<file path="src/rtl/core/pil_pkg.sv">
// Shared constants, codes and types for the positional insert/delete list.
`timescale 1ns / 1ps
package pil_pkg;

  localparam int CAPACITY = 64;
  localparam int IDX_W    = $clog2(CAPACITY);
  localparam int CNT_W    = $clog2(CAPACITY + 1);
  localparam int POS_W    = 7;
  localparam int CMP_W    = (CNT_W > POS_W) ? CNT_W + 1 : POS_W + 1;
  localparam int DATA_W   = 32;
  localparam int GRP_SIZE = 8;
  localparam int NGRP     = (CAPACITY + GRP_SIZE - 1) / GRP_SIZE;

  typedef enum logic [1:0] {
    OP_INSERT = 2'd0,
    OP_DELETE = 2'd1,
    OP_READ   = 2'd2
  } op_t;

  typedef enum logic [1:0] {
    ST_OK     = 2'd0,
    ST_BADPOS = 2'd1,
    ST_FULL   = 2'd2
  } status_t;

  typedef struct packed {
    logic              go;
    logic              do_ins;
    logic              do_del;
    logic              rd;
    logic [IDX_W-1:0]  slot;
    logic [DATA_W-1:0] data;
  } cell_ctl_t;

endpackage

</file>
<file path="src/rtl/core/pil_cell.sv">
// One list slot: holds an entry, shifts with its neighbors, taps out on a read hit.
`timescale 1ns / 1ps
module pil_cell (
  input  logic                      clk,
  input  pil_pkg::cell_ctl_t        ctl,
  input  logic [pil_pkg::IDX_W-1:0] idx,
  input  logic [pil_pkg::DATA_W-1:0] prev,
  input  logic [pil_pkg::DATA_W-1:0] next,
  output logic [pil_pkg::DATA_W-1:0] entry,
  output logic [pil_pkg::DATA_W-1:0] sel
);

  logic hit;
  logic above;

  assign hit   = (idx == ctl.slot);
  assign above = (idx > ctl.slot);

  always_ff @(posedge clk) begin
    if (ctl.go) begin
      sel <= (ctl.rd && hit) ? entry : '0;
      if (ctl.do_ins) begin
        if (hit) begin
          entry <= ctl.data;
        end else if (above) begin
          entry <= prev;
        end
      end else if (ctl.do_del) begin
        if (hit || above) begin
          entry <= next;
        end
      end
    end
  end

endmodule

</file>
<file path="config.mk">
export PLATFORM = sky130hd
export DESIGN_NAME = pil_cell
export DESIGN_NICKNAME = d
export VERILOG_FILES = /design/src/rtl/core/pil_pkg.sv /design/src/rtl/core/pil_cell.sv
export SDC_FILE = /design/constraint.sdc
export NUM_CORES = 1
export LEC_CHECK = 0
export BUFFER_PORTS_ARGS = -buffer_cell sky130_fd_sc_hd__buf_2
export CAP_MARGIN = 20
export CORE_MARGIN = 2
export CORE_UTILIZATION = 45
export DETAILED_ROUTE_END_ITERATION = 8
export GPL_ROUTABILITY_DRIVEN = 0
export GPL_TIMING_DRIVEN = 0
export HOLD_SLACK_MARGIN = 0.05
export PLACE_DENSITY = 0.93
export SYNTH_ARGS = -nofsm -noshare
export SYNTH_HDL_FRONTEND = slang
export SYNTH_SLANG_ARGS = --single-unit
</file>
<file path="constraint.sdc">
create_clock -name clk -period 5.4 [get_ports clk]
set_clock_uncertainty 0.05 [all_clocks]
set_input_delay 1.62 -clock clk [delete_from_list [all_inputs] [get_ports clk]]
set_output_delay 1.62 -clock clk [all_outputs]
set_load 0.01 [all_outputs]
</file>
After elaboration in Yosys (flattened, before gate mapping)
Cells that the tools add are included.
{"block": "classes", "order_cmp": 1, "n_reduce_logical": 5, "n_eq_ne": 2, "n_mux": 5}
{"operator": "$mux 32", "count": 5}
{"operator": "$eq 6x6->1", "count": 1}
{"operator": "$gt 6x6->1", "count": 1}
{"operator": "$reduce_and 4->1", "count": 1}
{"operator": "$reduce_bool 2->1", "count": 2}
{"operator": "$ne 3x1->1 const B", "count": 1}
{"operator": "$logic_and 1x1->1", "count": 1}
{"operator": "$logic_or 1x1->1", "count": 1}
{"block": "word_totals", "regBits": 64, "out_inout_bits": 64, "elab_cells": 15, "in_bits": 113}

Depth between registers and ports, before layout
{"block": "logic_depth", "depth_word": 5, "ltp_mapped": 7, "ltp_nobuf": 5}

Worst setup path after synthesis
Ideal clock, no wire load.
{"block": "synth_path", "path_kind": "in2reg", "startpoint": "input ctl[37] (netlist name)", "endpoint": "register entry[0] (netlist name), enable pin", "setup_ps": 440, "required_ps": 4910, "path_slack_ps": 689, "n_path_buf": 2, "arrival_ps": 4221, "path_stages": 7, "path_cell_list": "inv_1 ha_1 and4_4 buf_12 buf_12 nand3_1 a41oi_1"}
{"block": "synth_between", "elab_chain_len": 4, "word_cells_on_any_way": 6, "cone_classes": "order compare: 1; eq/ne: 2; reduce/logical: 3"}
{"element": "start, declared", "line_no": "pil_cell.sv:5", "rtl": "input pil_pkg::cell_ctl_t ctl,"}
{"element": "$gt 6x6->1 or $eq 6x6->1 (tied branches)", "line_no": "pil_cell.sv:17, pil_cell.sv:16"}
{"element": "$logic_or 1x1->1", "line_no": "pil_cell.sv:29", "rtl": "if (hit || above) begin"}
{"element": "$reduce_bool 2->1 (no line)"}
{"element": "$reduce_and 4->1 (no line) (*)"}
{"element": "end signal, assigned", "line_no": "pil_cell.sv:24", "rtl": "entry <= ctl.data;"}
{"element": "end signal, assigned", "line_no": "pil_cell.sv:26", "rtl": "entry <= prev;"}
{"element": "end signal, assigned", "line_no": "pil_cell.sv:30", "rtl": "entry <= next;"}
{"element": "end, declared", "line_no": "pil_cell.sv:9", "rtl": "output logic [pil_pkg::DATA_W-1:0] entry,"}
Mark *: on every way between the ends. The rest lies on a longest branch, timed or not.
A chain may end at the register's enable or synchronous reset.

Worst setup path in the final report
{"block": "layout_path", "startpoint": "input ctl[37] (netlist name)", "endpoint": "register entry[9] (netlist name), enable pin"}
The elaborated chain is that of the path after synthesis.

==> metrics.yaml <==
worst_setup_path:
  cp_max_fo: 22
  cp-endpoint: "entry[9]"
  r2r_setup_slack_ps: 4510
  start_kind: "primary input"
  crit_arrival_ps: 3370
  worstReg2RegStart: "entry[6]"
  worstSetupStartpoint: "ctl[37]"
  reg2reg_depth: 1
  endpoint_kind: "flip-flop"
  crit_type: "primary input to flip-flop"
  cp.required_ps: 5390
  reg2reg_to: "sel[6]"
synth:
  synth_cells: 279
  yosysTopAreaCell: "edfxtp_1"
  yosysWarnings: 0
  yosys-top-cells-count: "edfxtp_1 (64), a31oi_1 (32), and3_1 (32), nand4_1 (32), nor2_1 (32)"
  syn-mean-instance-area_sq_um: 11.5
  synth_area_sq_um: 3200
  syn-num-nets: 398
  seq_area_frac_synth_pct: 60.1
  synthArstFlopShare_pct: 0
  ys_ff_latch: 64
  yosysMostFrequentCell: "edfxtp_1"
  synth_top_cell_area_share_pct: 60.1
  synth_flop_cell: "edfxtp_1"
  synth_cell_types: 22
  synth_area_leaders: "edfxtp_1 (60%), a31oi_1 (6.3%), and3_1 (6.3%)"
  synth_edf_count: 64
clock_network:
  postCtsHoldBufs: 0
  cts_tree: "yes"
  clkTransAtPathRegs_ps: 60
  root_buffer: "clkbuf_8"
  cts_setup_buffers: 0
  clk_latency_ps: 330
  cts_sinks: 64
  htreeDepth: 3
  cts-buffers-inserted: 9
  ctsResizeCount: 0
  clockBufferDepth: 2
final_layout:
  register_area_sq_um: 1920
  nets: 585
  fillerInstances: 568
  area_growth_pct: 38.3
  postLayoutCoreUtil_pct: 64.7
  drive_above_1_share_pct: 44.2
  multiInputGateArea_sq_um: 1060
  diodes: 0
hold_path:
  hold_path_class: "flip-flop to flip-flop"
power:
  max-vdd-ir-drop_v: 0.000125
  fin_total_pwr_uw: 1180
  powerDensity_nw_per_um2: 268
  power.leakage_uw: 0.00202
sta:
  fmax_ghz: 0.296
  period_share_pct: 62.6
  rsz0062_at_grt: "no"
  max_slew_margin_pct: 50.0
  setup_viol: 0
  drv_slew: 0
  setup_tns_ps: 0
  finalHoldViolCount: 0
  finalCriticalPeriod_ps: 3380
  tightest_slew_ps: 750
  whs_ps: 527
floorplanning:
  die_h_microns: 88.3
  dieArea_sq_um: 7790
  io_pins: 177
  core_area_sq_um: 6830
  die_w_microns: 88.3
  rows: 30
  start_util_pct: 46.8
global_routing:
  grt_start_max_net_pins: 34
  grt_pass1_vias: 2861
  grt_use_total_pct: 23.0
  grt_overflow: 0
  antenna_found_initial: 0
  grt_pass1_wl_microns: 13400
drt:
  drt_first_pass_iters: 4
  detail_route.iter0.violations: 120
  routedWlPerCell_microns: 16.6
  route.vias.total: 3122
  ant_nets: 0
  wl_microns: 9420
  vias_per_cell: 5.51
  drc: 0
run_status:
  status: "finished, final reports clean"
run:
  maxCapViolCount: 0
placed_design:
  hpwl_microns: 7400
  portBuffers: 175
==> kinds of logic after synthesis <==
| kind of cell | after synthesis | synth area share [%] |
|---|---|---|
| fa+ha+maj | 6 | 2.35 |
| simple gates | 103 | 17.9 |
| compound gates | 69 | 12.3 |
| flops | 64 | 60.1 |
| buf+inv | 37 | 7.32 |
==> area by class of cell <==
class                      count  share of cell area [%]
clock buffer                  12                    3.06
clock inverter                 4                    1.02
sequential                    64                    43.5
timing repair buffer         176                    20.4
multi-input combinational    178                    24.0
inverter                       6                   0.510
buffer                        31                    4.79
tap                           96                    2.72
==> routing by layer <==
metal	global-route usage [%]	part of all wire, %
met1	26.2	37
met2	41.7	53
met3	4.29	6.8
met4	10.5	3.1
met5	0	0
==> worst min-delay path by stage <==
stage / from / endpoint / slack [ps] / depth (start not counted)
final: entry[20] / sel[20] / 530 / 1
after global routing: entry[9] / sel[9] / 550 / 1
after CTS: entry[25] / sel[25] / 530 / 1
after detailed placement: entry[20] / sel[20] / 510 / 1
after global placement: entry[11] / sel[11] / 510 / 1
after floorplan: entry[0] / sel[0] / 580 / 1
==> report_power, final <==
part	total [uW]	switching, uW	internal [uW]	leakage [uW]
sequential	596	12.5	584	0.000646
combinational	207	119	87.8	0.00129
clock	380	169	211	0.0000857
total	1180	301	882	0.00202
==> sequential cells by signal, summed over array words and instances (netlist names) <==
name and cells:
sel 32, entry 32
==> placed cells by master, fill, tap and decap left out, drive strengths merged, types with 6 or more instances in the layout <==
cell / n
buf: 192
edfxtp: 64
o21ai: 34
nand4: 33
nor2: 33
a31oi: 32
and3: 32
clkbuf: 27
inv: 6
ha: 6
==> per-stage QoR <==
step	area, sq um	setup slack, ps	instances
after floorplan	3200	689	279
after global placement	4190	-95.0	550
after detailed placement	4240	1680	551
after CTS	4420	2010	567
after global routing	4420	1930	567
final	4420	2020	567
==> worst max-delay path, cell delays in order <==
cell and delay (ps):
buf_2 70, inv_1 30, ha_1 330, and4_4 250, buf_12 130, o21ai_0 160, a41oi_4 540, buf_16 240
Note: power is estimated with default switching activity, not from simulation.
